--- config.mk ---
export PLATFORM = sky130hd
export DESIGN_NAME = modbus_rtu_slave_frame_engine_flat
export DESIGN_NICKNAME = d
export VERILOG_FILES = /design/src/sv/mbrtu_pkg.sv /design/src/sv/mbrtu_if.sv /design/src/sv/mbrtu_ram.sv /design/src/sv/modbus_rtu_slave_frame_engine.sv /design/src/flat_wrapper.sv
export SDC_FILE = /design/constraint.sdc
export NUM_CORES = 1
export LEC_CHECK = 0
export ABC_AREA = 1
export BUFFER_PORTS_ARGS = -buffer_cell sky130_fd_sc_hd__clkbuf_2
export CAP_MARGIN = 5
export CORE_MARGIN = 4
export CORE_UTILIZATION = 35
export CTS_BUF_LIST = sky130_fd_sc_hd__clkbuf_4 sky130_fd_sc_hd__clkbuf_8 sky130_fd_sc_hd__clkbuf_16
export DETAILED_ROUTE_END_ITERATION = 12
export MAX_ROUTING_LAYER = met4
export PLACE_DENSITY = 0.5
export SYNTH_ARGS = -nofsm -noshare
export SYNTH_HDL_FRONTEND = slang
export SYNTH_HIERARCHICAL = 1
export SYNTH_SLANG_ARGS = --single-unit
--- constraint.sdc ---
create_clock -name clk -period 9.7 [get_ports clk]
set_input_delay 1.94 -clock clk [delete_from_list [all_inputs] [get_ports clk]]
set_output_delay 1.94 -clock clk [all_outputs]
set_load 0.05 [all_outputs]
--- src/sv/mbrtu_pkg.sv ---
// mbrtu_pkg: shared constants, types and the bit-serial crc step
// used by the frame engine and its channel interfaces
`default_nettype none

package mbrtu_pkg;

  localparam int BYTE_W        = 8;
  localparam int WORD_W        = 16;
  localparam int REG_COUNT     = 8;
  localparam int REG_IDX_W     = (REG_COUNT > 1) ? $clog2(REG_COUNT) : 1;
  localparam int FRAME_BYTES   = 32;
  localparam int FB_ADDR_W     = $clog2(FRAME_BYTES);
  localparam int CNT_W         = $clog2(FRAME_BYTES + 1);
  localparam int MAX_READ_REGS = 8;
  localparam int REPLY_MAX     = 21;
  localparam int RLEN_W        = $clog2(REPLY_MAX + 1);
  localparam int WCNT_W        = $clog2(2 * REG_COUNT + 1);

  localparam int CFG_ADDR_W    = 3;
  localparam int CFG_DATA_W    = 32;
  localparam int CFG_IDX_W     = CFG_ADDR_W - 2;
  localparam logic [CFG_IDX_W-1:0] CFG_IDX_OWN = '0;
  localparam logic [BYTE_W-1:0]    OWN_ADDR_RESET = 8'h01;

  localparam logic [BYTE_W-1:0] FN_READ   = 8'h03;
  localparam logic [BYTE_W-1:0] FN_WRITE1 = 8'h06;
  localparam logic [BYTE_W-1:0] FN_WRITEN = 8'd16;

  localparam logic [WORD_W-1:0] CRC_INIT = 16'hFFFF;
  localparam logic [WORD_W-1:0] CRC_POLY = 16'hA001;

  typedef logic [BYTE_W-1:0] byte_t;
  typedef logic [WORD_W-1:0] word_t;

  function automatic word_t crc_bit(input word_t c, input logic b);
    word_t t;
    t = c ^ {{(WORD_W-1){1'b0}}, b};
    if (t[0]) begin
      crc_bit = (t >> 1) ^ CRC_POLY;
    end else begin
      crc_bit = t >> 1;
    end
  endfunction

endpackage

`default_nettype wire

--- src/sv/mbrtu_if.sv ---
// mbrtu_rx_if / mbrtu_tx_if: valid/ready channels of the frame engine
// depends on mbrtu_pkg for the byte width
`default_nettype none

interface mbrtu_rx_if;
  logic                          valid;
  logic                          ready;
  logic [mbrtu_pkg::BYTE_W-1:0]  rx_byte;
  logic                          frame_end;
  modport source (output valid, output rx_byte, output frame_end, input ready);
  modport sink   (input valid, input rx_byte, input frame_end, output ready);
endinterface

interface mbrtu_tx_if;
  logic                          valid;
  logic                          ready;
  logic [mbrtu_pkg::BYTE_W-1:0]  tx_byte;
  logic                          tx_last;
  modport source (output valid, output tx_byte, output tx_last, input ready);
  modport sink   (input valid, input tx_byte, input tx_last, output ready);
endinterface

`default_nettype wire

--- src/sv/mbrtu_ram.sv ---
// mbrtu_ram: generic single-write, single-read ram with registered read
// no dependencies
`default_nettype none

module mbrtu_ram #(
  parameter int WIDTH = 8,
  parameter int DEPTH = 32
) (
  input  wire logic                     clk,
  input  wire logic                     we,
  input  wire logic [$clog2(DEPTH)-1:0] waddr,
  input  wire logic [WIDTH-1:0]         wdata,
  input  wire logic [$clog2(DEPTH)-1:0] raddr,
  output logic      [WIDTH-1:0]         rdata
);

  logic [WIDTH-1:0] mem [DEPTH];

  always_ff @(posedge clk) begin
    if (we) begin
      mem[waddr] <= wdata;
    end
    rdata <= mem[raddr];
  end

endmodule

`default_nettype wire

--- src/sv/modbus_rtu_slave_frame_engine.sv ---
// modbus_rtu_slave_frame_engine: modbus rtu slave with a holding-register file
// depends on mbrtu_pkg, mbrtu_rx_if, mbrtu_tx_if and mbrtu_ram
//
// rx channel carries received frame bytes, frame_end set on the last byte of
// a frame. tx channel carries reply bytes, tx_last set on the final byte.
// own_address sits at apb offset 0; pready is always high, write at access.
// each received byte is accepted and then fed through the one-bit-per-cycle
// crc shifter. at frame end a check state decides on the reply; a
// write-multiple request then sweeps the frame buffer through wra and wrd
// for each data byte. each reply byte other than the crc is loaded and then
// fed through the crc shifter, the two crc bytes are only loaded. a frame that
// fails any check (crc, address, function, length, range) gives no reply and
// no write. rx is not ready while a frame is checked or a reply is produced.
// a stalled tx sink holds the reply byte in the output register and the
// engine waits. reset clears control state, sets own_address to 1 and loads
// holding register i with i+1; the frame buffer needs no clearing.
`default_nettype none

module modbus_rtu_slave_frame_engine (
  input  wire logic                                clk,
  input  wire logic                                rst,
  mbrtu_rx_if.sink                                 rx,
  mbrtu_tx_if.source                               tx,
  input  wire logic                                psel,
  input  wire logic                                penable,
  input  wire logic                                pwrite,
  input  wire logic [mbrtu_pkg::CFG_ADDR_W-1:0]    paddr,
  input  wire logic [mbrtu_pkg::CFG_DATA_W-1:0]    pwdata,
  output logic      [mbrtu_pkg::CFG_DATA_W-1:0]    prdata,
  output logic                                     pready
);

  localparam logic [2:0] S_RX  = 3'd0;
  localparam logic [2:0] S_CRC = 3'd1;
  localparam logic [2:0] S_CHK = 3'd2;
  localparam logic [2:0] S_WRA = 3'd3;
  localparam logic [2:0] S_WRD = 3'd4;
  localparam logic [2:0] S_TX  = 3'd5;
  localparam logic [2:0] S_TXC = 3'd6;

  logic [2:0]                          state;
  mbrtu_pkg::byte_t                    own_address;
  logic [mbrtu_pkg::CNT_W-1:0]         cnt;
  logic                                ovf;
  logic                                fend;
  mbrtu_pkg::word_t                    crc;
  mbrtu_pkg::byte_t                    shreg;
  logic [2:0]                          bitcnt;
  mbrtu_pkg::byte_t                    addr_b;
  mbrtu_pkg::byte_t                    func_b;
  mbrtu_pkg::word_t                    start_w;
  mbrtu_pkg::word_t                    qty_w;
  mbrtu_pkg::byte_t                    bcnt_b;
  logic                                is_read;
  logic [mbrtu_pkg::RLEN_W-1:0]        rlen;
  logic [mbrtu_pkg::RLEN_W-1:0]        k;
  logic [mbrtu_pkg::WCNT_W-1:0]        j;
  mbrtu_pkg::byte_t                    hi_b;
  mbrtu_pkg::word_t                    hregs [mbrtu_pkg::REG_COUNT];

  logic                                tx_valid;
  mbrtu_pkg::byte_t                    tx_data;
  logic                                tx_lst;

  // config port
  logic cfg_we;
  assign cfg_we = psel && penable && pwrite;
  assign pready = 1'b1;

  always_comb begin
    if (paddr[mbrtu_pkg::CFG_ADDR_W-1:2] == mbrtu_pkg::CFG_IDX_OWN) begin
      prdata = {{(mbrtu_pkg::CFG_DATA_W-mbrtu_pkg::BYTE_W){1'b0}}, own_address};
    end else begin
      prdata = '0;
    end
  end

  always_ff @(posedge clk) begin
    if (rst) begin
      own_address <= mbrtu_pkg::OWN_ADDR_RESET;
    end else if (cfg_we && paddr[mbrtu_pkg::CFG_ADDR_W-1:2] == mbrtu_pkg::CFG_IDX_OWN) begin
      own_address <= pwdata[mbrtu_pkg::BYTE_W-1:0];
    end
  end

  // frame buffer
  logic                               rx_xfer;
  logic                               fb_we;
  logic [mbrtu_pkg::FB_ADDR_W-1:0]    fb_raddr;
  mbrtu_pkg::byte_t                   fb_rdata;

  assign rx.ready = (state == S_RX);
  assign rx_xfer  = rx.valid && rx.ready;
  assign fb_we    = rx_xfer && (cnt < mbrtu_pkg::CNT_W'(mbrtu_pkg::FRAME_BYTES));
  assign fb_raddr = mbrtu_pkg::FB_ADDR_W'(j + mbrtu_pkg::WCNT_W'(7));

  mbrtu_ram #(
    .WIDTH (mbrtu_pkg::BYTE_W),
    .DEPTH (mbrtu_pkg::FRAME_BYTES)
  ) u_fbuf (
    .clk   (clk),
    .we    (fb_we),
    .waddr (cnt[mbrtu_pkg::FB_ADDR_W-1:0]),
    .wdata (rx.rx_byte),
    .raddr (fb_raddr),
    .rdata (fb_rdata)
  );

  // frame checks
  logic [mbrtu_pkg::WORD_W:0]   range_end;
  logic [mbrtu_pkg::WORD_W+1:0] f16_len;
  logic                         in_range;
  logic                         base_ok;
  logic                         f3_ok;
  logic                         f6_ok;
  logic                         f16_ok;

  assign range_end = {1'b0, start_w} + {1'b0, qty_w};
  assign f16_len   = {1'b0, qty_w, 1'b0} + (mbrtu_pkg::WORD_W+2)'(9);
  assign in_range  = (qty_w != '0) &&
                     (range_end <= (mbrtu_pkg::WORD_W+1)'(mbrtu_pkg::REG_COUNT));
  assign base_ok   = !ovf && (cnt >= mbrtu_pkg::CNT_W'(8)) && (crc == '0) &&
                     (addr_b != '0) && (addr_b == own_address);
  assign f3_ok     = (func_b == mbrtu_pkg::FN_READ) && (cnt == mbrtu_pkg::CNT_W'(8)) &&
                     in_range &&
                     (qty_w <= mbrtu_pkg::WORD_W'(mbrtu_pkg::MAX_READ_REGS));
  assign f6_ok     = (func_b == mbrtu_pkg::FN_WRITE1) && (cnt == mbrtu_pkg::CNT_W'(8)) &&
                     (start_w < mbrtu_pkg::WORD_W'(mbrtu_pkg::REG_COUNT));
  assign f16_ok    = (func_b == mbrtu_pkg::FN_WRITEN) && in_range &&
                     ({{(mbrtu_pkg::WORD_W+2-mbrtu_pkg::CNT_W){1'b0}}, cnt} == f16_len) &&
                     (bcnt_b == {qty_w[mbrtu_pkg::BYTE_W-2:0], 1'b0});

  // reply byte select
  logic [mbrtu_pkg::RLEN_W-1:0]    d;
  logic [mbrtu_pkg::REG_IDX_W-1:0] rd_idx;
  mbrtu_pkg::word_t                rd_word;
  mbrtu_pkg::byte_t                tx_sel;
  logic                            is_crc;
  logic                            is_last;
  logic                            tx_load;

  assign d       = k - mbrtu_pkg::RLEN_W'(3);
  assign rd_idx  = start_w[mbrtu_pkg::REG_IDX_W-1:0] + mbrtu_pkg::REG_IDX_W'(d[mbrtu_pkg::RLEN_W-1:1]);
  assign rd_word = hregs[rd_idx];
  assign is_crc  = (k >= rlen - mbrtu_pkg::RLEN_W'(2));
  assign is_last = (k == rlen - mbrtu_pkg::RLEN_W'(1));
  assign tx_load = (state == S_TX) && (!tx_valid || tx.ready);

  always_comb begin
    tx_sel = '0;
    if (is_crc) begin
      tx_sel = is_last ? crc[15:8] : crc[7:0];
    end else if (is_read) begin
      case (k)
        5'd0:    tx_sel = addr_b;
        5'd1:    tx_sel = mbrtu_pkg::FN_READ;
        5'd2:    tx_sel = {qty_w[mbrtu_pkg::BYTE_W-2:0], 1'b0};
        default: tx_sel = d[0] ? rd_word[7:0] : rd_word[15:8];
      endcase
    end else begin
      case (k)
        5'd0:    tx_sel = addr_b;
        5'd1:    tx_sel = func_b;
        5'd2:    tx_sel = start_w[15:8];
        5'd3:    tx_sel = start_w[7:0];
        5'd4:    tx_sel = qty_w[15:8];
        5'd5:    tx_sel = qty_w[7:0];
        default: tx_sel = '0;
      endcase
    end
  end

  // holding register write port
  logic                            hr_we;
  logic [mbrtu_pkg::REG_IDX_W-1:0] hr_waddr;
  mbrtu_pkg::word_t                hr_wdata;

  always_comb begin
    hr_we    = 1'b0;
    hr_waddr = start_w[mbrtu_pkg::REG_IDX_W-1:0];
    hr_wdata = qty_w;
    if (state == S_CHK && base_ok && f6_ok) begin
      hr_we = 1'b1;
    end else if (state == S_WRD && j[0]) begin
      hr_we    = 1'b1;
      hr_waddr = start_w[mbrtu_pkg::REG_IDX_W-1:0] +
                 mbrtu_pkg::REG_IDX_W'(j[mbrtu_pkg::WCNT_W-1:1]);
      hr_wdata = {hi_b, fb_rdata};
    end
  end

  always_ff @(posedge clk) begin
    if (rst) begin
      for (int i = 0; i < mbrtu_pkg::REG_COUNT; i++) begin
        hregs[i] <= mbrtu_pkg::WORD_W'(i + 1);
      end
    end else if (hr_we) begin
      hregs[hr_waddr] <= hr_wdata;
    end
  end

  // control
  always_ff @(posedge clk) begin
    if (rst) begin
      state    <= S_RX;
      cnt      <= '0;
      ovf      <= 1'b0;
      crc      <= mbrtu_pkg::CRC_INIT;
      bitcnt   <= '0;
      k        <= '0;
      j        <= '0;
    end else begin
      case (state)
        S_RX: begin
          if (rx_xfer) begin
            shreg  <= rx.rx_byte;
            fend   <= rx.frame_end;
            bitcnt <= '0;
            state  <= S_CRC;
            if (fb_we) begin
              cnt <= cnt + mbrtu_pkg::CNT_W'(1);
            end else begin
              ovf <= 1'b1;
            end
            case (cnt)
              6'd0:    addr_b         <= rx.rx_byte;
              6'd1:    func_b         <= rx.rx_byte;
              6'd2:    start_w[15:8]  <= rx.rx_byte;
              6'd3:    start_w[7:0]   <= rx.rx_byte;
              6'd4:    qty_w[15:8]    <= rx.rx_byte;
              6'd5:    qty_w[7:0]     <= rx.rx_byte;
              6'd6:    bcnt_b         <= rx.rx_byte;
              default: ;
            endcase
          end
        end
        S_CRC: begin
          crc    <= mbrtu_pkg::crc_bit(crc, shreg[0]);
          shreg  <= shreg >> 1;
          bitcnt <= bitcnt + 3'd1;
          if (bitcnt == 3'd7) begin
            state <= fend ? S_CHK : S_RX;
          end
        end
        S_CHK: begin
          k       <= '0;
          j       <= '0;
          is_read <= f3_ok;
          crc     <= mbrtu_pkg::CRC_INIT;
          rlen    <= f3_ok ? mbrtu_pkg::RLEN_W'(5) + {qty_w[3:0], 1'b0}
                           : mbrtu_pkg::RLEN_W'(8);
          if (base_ok && f16_ok) begin
            state <= S_WRA;
          end else if (base_ok && (f3_ok || f6_ok)) begin
            state <= S_TX;
          end else begin
            state <= S_RX;
            cnt   <= '0;
            ovf   <= 1'b0;
          end
        end
        S_WRA: begin
          state <= S_WRD;
        end
        S_WRD: begin
          hi_b <= fb_rdata;
          j    <= j + mbrtu_pkg::WCNT_W'(1);
          if ((j + mbrtu_pkg::WCNT_W'(1)) == {qty_w[mbrtu_pkg::WCNT_W-2:0], 1'b0}) begin
            state <= S_TX;
          end else begin
            state <= S_WRA;
          end
        end
        S_TX: begin
          if (tx_load) begin
            tx_data  <= tx_sel;
            tx_lst   <= is_last;
            if (!is_crc) begin
              shreg  <= tx_sel;
              bitcnt <= '0;
              state  <= S_TXC;
            end else if (is_last) begin
              state <= S_RX;
              cnt   <= '0;
              ovf   <= 1'b0;
              crc   <= mbrtu_pkg::CRC_INIT;
            end else begin
              k <= k + mbrtu_pkg::RLEN_W'(1);
            end
          end
        end
        S_TXC: begin
          crc    <= mbrtu_pkg::crc_bit(crc, shreg[0]);
          shreg  <= shreg >> 1;
          bitcnt <= bitcnt + 3'd1;
          if (bitcnt == 3'd7) begin
            k     <= k + mbrtu_pkg::RLEN_W'(1);
            state <= S_TX;
          end
        end
        default: begin
          state <= S_RX;
        end
      endcase
    end
  end

  // output register valid
  always_ff @(posedge clk) begin
    if (rst) begin
      tx_valid <= 1'b0;
    end else if (tx_load) begin
      tx_valid <= 1'b1;
    end else if (tx.ready) begin
      tx_valid <= 1'b0;
    end
  end

  assign tx.valid   = tx_valid;
  assign tx.tx_byte = tx_data;
  assign tx.tx_last = tx_lst;

  // checks
  a_hr_write_src: assert property (@(posedge clk) disable iff (rst)
    hr_we |-> (state == S_CHK || state == S_WRD))
    else $error("holding register written outside check or sweep");

  a_cnt_bound: assert property (@(posedge clk) disable iff (rst)
    cnt <= mbrtu_pkg::CNT_W'(mbrtu_pkg::FRAME_BYTES))
    else $error("byte count past buffer depth");

  a_rx_to_crc: assert property (@(posedge clk) disable iff (rst)
    rx_xfer |=> state == S_CRC)
    else $error("received byte not followed by crc update");

  a_last_ends: assert property (@(posedge clk) disable iff (rst)
    (tx_load && is_last) |=> (state == S_RX && cnt == '0))
    else $error("final reply byte did not return to receive");

  a_reply_len: assert property (@(posedge clk) disable iff (rst)
    (state == S_TX) |-> (rlen <= mbrtu_pkg::RLEN_W'(mbrtu_pkg::REPLY_MAX) && k < rlen))
    else $error("reply index out of range");

endmodule

`default_nettype wire

--- src/flat_wrapper.sv ---
// flat-port wrapper written by rule: the top's interface ports become plain ports
module modbus_rtu_slave_frame_engine_flat 
  (clk, rst, psel, penable, pwrite, paddr, pwdata, prdata, pready, rx_valid, rx_rx_byte, rx_frame_end, rx_ready, tx_valid, tx_tx_byte, tx_tx_last, tx_ready);
  mbrtu_rx_if rx_i ();
  mbrtu_tx_if tx_i ();
  input  wire logic clk;
  input  wire logic rst;
  input  wire logic psel;
  input  wire logic penable;
  input  wire logic pwrite;
  input  wire logic [mbrtu_pkg::CFG_ADDR_W-1:0] paddr;
  input  wire logic [mbrtu_pkg::CFG_DATA_W-1:0] pwdata;
  output logic      [mbrtu_pkg::CFG_DATA_W-1:0] prdata;
  output logic pready;
  input wire logic [$bits(rx_i.valid)-1:0] rx_valid;
  input wire logic [$bits(rx_i.rx_byte)-1:0] rx_rx_byte;
  input wire logic [$bits(rx_i.frame_end)-1:0] rx_frame_end;
  output wire logic [$bits(rx_i.ready)-1:0] rx_ready;
  output wire logic [$bits(tx_i.valid)-1:0] tx_valid;
  output wire logic [$bits(tx_i.tx_byte)-1:0] tx_tx_byte;
  output wire logic [$bits(tx_i.tx_last)-1:0] tx_tx_last;
  input wire logic [$bits(tx_i.ready)-1:0] tx_ready;
  assign rx_i.valid = rx_valid;
  assign rx_i.rx_byte = rx_rx_byte;
  assign rx_i.frame_end = rx_frame_end;
  assign rx_ready = rx_i.ready;
  assign tx_valid = tx_i.valid;
  assign tx_tx_byte = tx_i.tx_byte;
  assign tx_tx_last = tx_i.tx_last;
  assign tx_i.ready = tx_ready;
  modbus_rtu_slave_frame_engine u_core (.clk(clk), .rst(rst), .rx(rx_i), .tx(tx_i), .psel(psel), .penable(penable), .pwrite(pwrite), .paddr(paddr), .pwdata(pwdata), .prdata(prdata), .pready(pready));
endmodule
==> flow_summary_export.csv <==
group,metric,value,unit
power,pwr-share-comb,9.9,%
synth,syn_area,25500,µm²
sta,tns,0,ps
worst_setup_path,path_class,"flop to flop",
worst_setup_path,crit_chain,"inv_2 -> ha_1 -> ha_4 -> inv_1 -> fa_1 -> buf_4 -> inv_1 -> or2_2 -> nand3_1 -> o211ai_1 -> nand3_1 -> nand3_1 -> a21oi_1 -> nand2_1 -> nand2_1",
placed_design,place_ws,4970,ps
worst_setup_path,crit_path_end,"u_core/shreg[6]",
worst_setup_path,r2r_start,"u_core/k[0]",
worst_setup_path,start_kind,"flop",
sta,setup_ws,5070,ps
floorplan,num_rows,98,
floorplan,die_height,278,µm
placed_design,gp_congestion,0.938,
power,p_per_area,190,nW/µm²
sta,rsz0062_at_grt,"no",
worst_setup_path,regToRegSetupSlack,5070,ps
cells_and_area,antennaDiodeCount,0,
clocking,cts_resized,0,
grt,gr-usage-met2,27.8,%
worst_setup_path,path_max_fanout,38,
grt,grt_pass1_wl,106,mm
worst_setup_path,crit_top_cell,"nand3_1",
synth,synthFlopType,"edfxtp_1",
sta,slew_headroom,20.7,%
hold_path,hold_class,"flop to flop",
synth,synthTopCellsByArea,"edfxtp_1 (55%), nand2_1 (10%), nand3_1 (6.2%)",
sta,slew_violations,0,
floorplan,die_w,278,µm
status,status,"complete, no violations",
drt,drc,0,
floorplan,initial_core_util,35.5,%
grt,grtUsageMet1,25.2,%
placed_design,port_buffers,43,
drt,wl_per_cell,19.0,µm
drt,wirelength,69.3,mm
clocking,numCtsBuffers,55,
synth,synth_warnings,6,
synth,yosysMostFrequentCell,"nand2_1",
sta,hold_viol,0,
synth,yosys-top-cells-count,"nand2_1 (683), edfxtp_1 (472), nand3_1 (317), nor2_1 (285), inv_1 (216)",
drt,initialDrtViolationCount,1750,
power,p_clk_share,41.3,%
power,vdd_drop_max,0.136,mV
synth,synth_cell_types,54,
job,maxCapViolCount,0,
worst_setup_path,path_delay_family,"buffers and inverters",
sta,fmax,216,MHz
drt,num_vias,18400,
floorplan,die_area,77400,µm²
synth,yosysTopAreaCellShare,55.5,%
synth,synth_top_cell_by_area,"edfxtp_1",
grt,track_usage,17.9,%
cells_and_area,postLayoutCellArea,28300,µm²
drt,drt-pass1-iter-count,5,
power,p_seq_share,48.9,%
synth,synth_edf_count,472,
sta,tightestPinTransition,1190,ps
clocking,cts_tree,"built",
sta,setup_viol,0,
power,cell_internal_pwr,4.03,mW
worst_setup_path,slowest_stage,"dfxtp_1",
clocking,clock-sinks,528,
worst_setup_path,r2r-end,"u_core/shreg[6]",
clocking,hold_buffers,0,
drt,vias_per_cell,5.06,
synth,syn_avg_cell_area,9.70,µm²
grt,grt_pass1_vias,17400,
clocking,cts-root-buf,"clkbuf_16",
cells_and_area,nets,2744,
floorplan,boundaryPins,95,
clocking,clock_latency,620,ps
grt,grt_max_degree,97,
placed_design,place_area,26400,µm²
clocking,htreeDepth,2,
grt,use_met3,2.43,%
power,p_sw,1.35,mW
grt,antenna_found_initial,1,
placed_design,place_inst,3541,
sta,timing.final.crit_share,47.7,%
cells_and_area,drive_gt1_share,7.91,%
clocking,clk_pin_slew,60,ps
synth,ys_seq_elements,528,
clocking,cts_max_path_buffers,3,
placed_design,dp_hpwl,46.0,mm
worst_setup_path,crit_path_start,"u_core/k[0]",
cells_and_area,nFillCells,7062,
drt,postRouteAntennaNets,0,
floorplan,coreArea,71900,µm²
grt,busiest_layer,"met2",
worst_setup_path,reg2reg_depth,15,
sta,fin_worst_skew,28.6,ps
clocking,cts_setup_buffers,0,
synth,syn-instance-count,2633,
synth,yosysSeqAreaShare,59.9,%
power,p_sw_share,25.1,%
worst_setup_path,crit_cells,15,
cells_and_area,fin_cells,3644,
grt,gr-total-overflow,0,
cells_and_area,area_growth,10.8,%
power,p_leak,11.2,nW
synth,ys_async_sr_fraction,0,%
worst_setup_path,crit_arrival,5100,ps
worst_setup_path,end_kind,"flop",
worst_setup_path,cp_num_buf_inv,4,
sta,post-route-min-period,4630,ps
worst_setup_path,required,10170,ps
worst_setup_path,slowest_delay,630,ps
-- area by class of cell --
cell class,instances,area (µm²),share of cell area [%]
Clock buffer,81,1740,6.14
Clock inverter,22,203,0.716
Sequential cell,528,15300,54.0
Inverter,229,862,3.05
Multi-Input combinational cell,1769,8640,30.5
Tap cell,950,1190,4.20
Timing Repair Buffer,65,380,1.34
-- cells in the final DEF, fill, tap and decap left out, drive strengths merged, types with 2 or more instances in the layout --
cell type  instances
nand2            693
edfxtp           472
nand3            318
nor2             293
inv              226
clkbuf           124
o21ai            108
a21oi             90
dfxtp             56
o211ai            44
ha                42
mux2i             27
conb              25
buf               22
nor3              22
clkinv            20
xor2              19
nand4             17
xnor2             10
or2               10
a221oi             8
a211oi             8
o22ai              6
nand3b             5
nor4               5
bufinv             3
a22oi              3
fa                 3
clkinvlp           2
o21a               2
and2               2
-- stage by stage --
step	hold slack, ps	power [mW]	util (%)
floorplan	409	3.01	-
global placement	420	3.19	36.7
detailed placement	427	3.20	36.7
CTS	442	5.43	39.4
global route	455	5.59	39.4
finish	441	5.37	39.4
-- power by group through the flow --
stage | clock network (mW) | logic, mW | registers (mW)
after floorplan | 0 | 0.361 | 2.65
after global placement | 0 | 0.520 | 2.67
after detailed placement | 0 | 0.527 | 2.67
after CTS | 2.28 | 0.529 | 2.62
after global routing | 2.37 | 0.586 | 2.63
final | 2.22 | 0.530 | 2.63
-- worst reg2reg max path: cells and delay by family (launching register included) --
family,cells,cell delay [ps]
and+or+nand+nor,6,1140
DFF,1,630
adders and majority gates,3,1060
buffers and inverters,4,1270
AOI/OAI and AO/OA,2,380
-- worst min-delay path by stage --
stage / startpoint / cells after the start / end
3_5_place_dp: u_core/u_fbuf/rdata[4] / 0 / u_core/hi_b[4]
4_1_cts: u_core/u_fbuf/rdata[4] / 0 / u_core/hi_b[4]
5_1_grt: u_core/u_fbuf/rdata[4] / 0 / u_core/hi_b[4]
3_3_place_gp: u_core/u_fbuf/rdata[4] / 0 / u_core/hi_b[4]
2_1_floorplan: u_core/u_fbuf/rdata[0] / 0 / u_core/hi_b[0]
6_report: u_core/u_fbuf/rdata[4] / 0 / u_core/hi_b[4]
-- state kept, by name, indices dropped and copies added (netlist names), 3 cells and up --
signal               flops
u_core/crc              16
u_core/rlen              5
u_core/bcnt_b            8
u_core/k                 5
u_core/cnt               6
u_core/tx.tx_byte        8
u_core/addr_b            8
u_core/qty_w            16
u_core/hregs           128
u_core/hi_b              8
u_core/start_w          16
u_core/j                 5
u_core/func_b            8
u_core/shreg             8
u_core/u_fbuf/rdata      8
u_core/u_fbuf/mem      256
u_core/own_address       8
u_core/bitcnt            3
u_core/state             3
-- cell families after synthesis --
group	share of synthesized area [%]
AO/OA/AOI/OAI	6.15
XOR/XNOR	1.08
adder cells (fa/ha/maj)	2.29
buffers and inverters	6.73
flip-flops	59.9
multiplexers	1.06
other	0.0294
AND/OR/NAND/NOR	22.8
-- metal layers --
metal	up-vias	share of wire, %	wire, µm
li1	8928	-	-
met1	8917	47	32300
met2	509	46	31700
met3	93	5.7	3950
met4	0	2.0	1360
met5	-	0	0
Power figures use the tool's default switching activity.
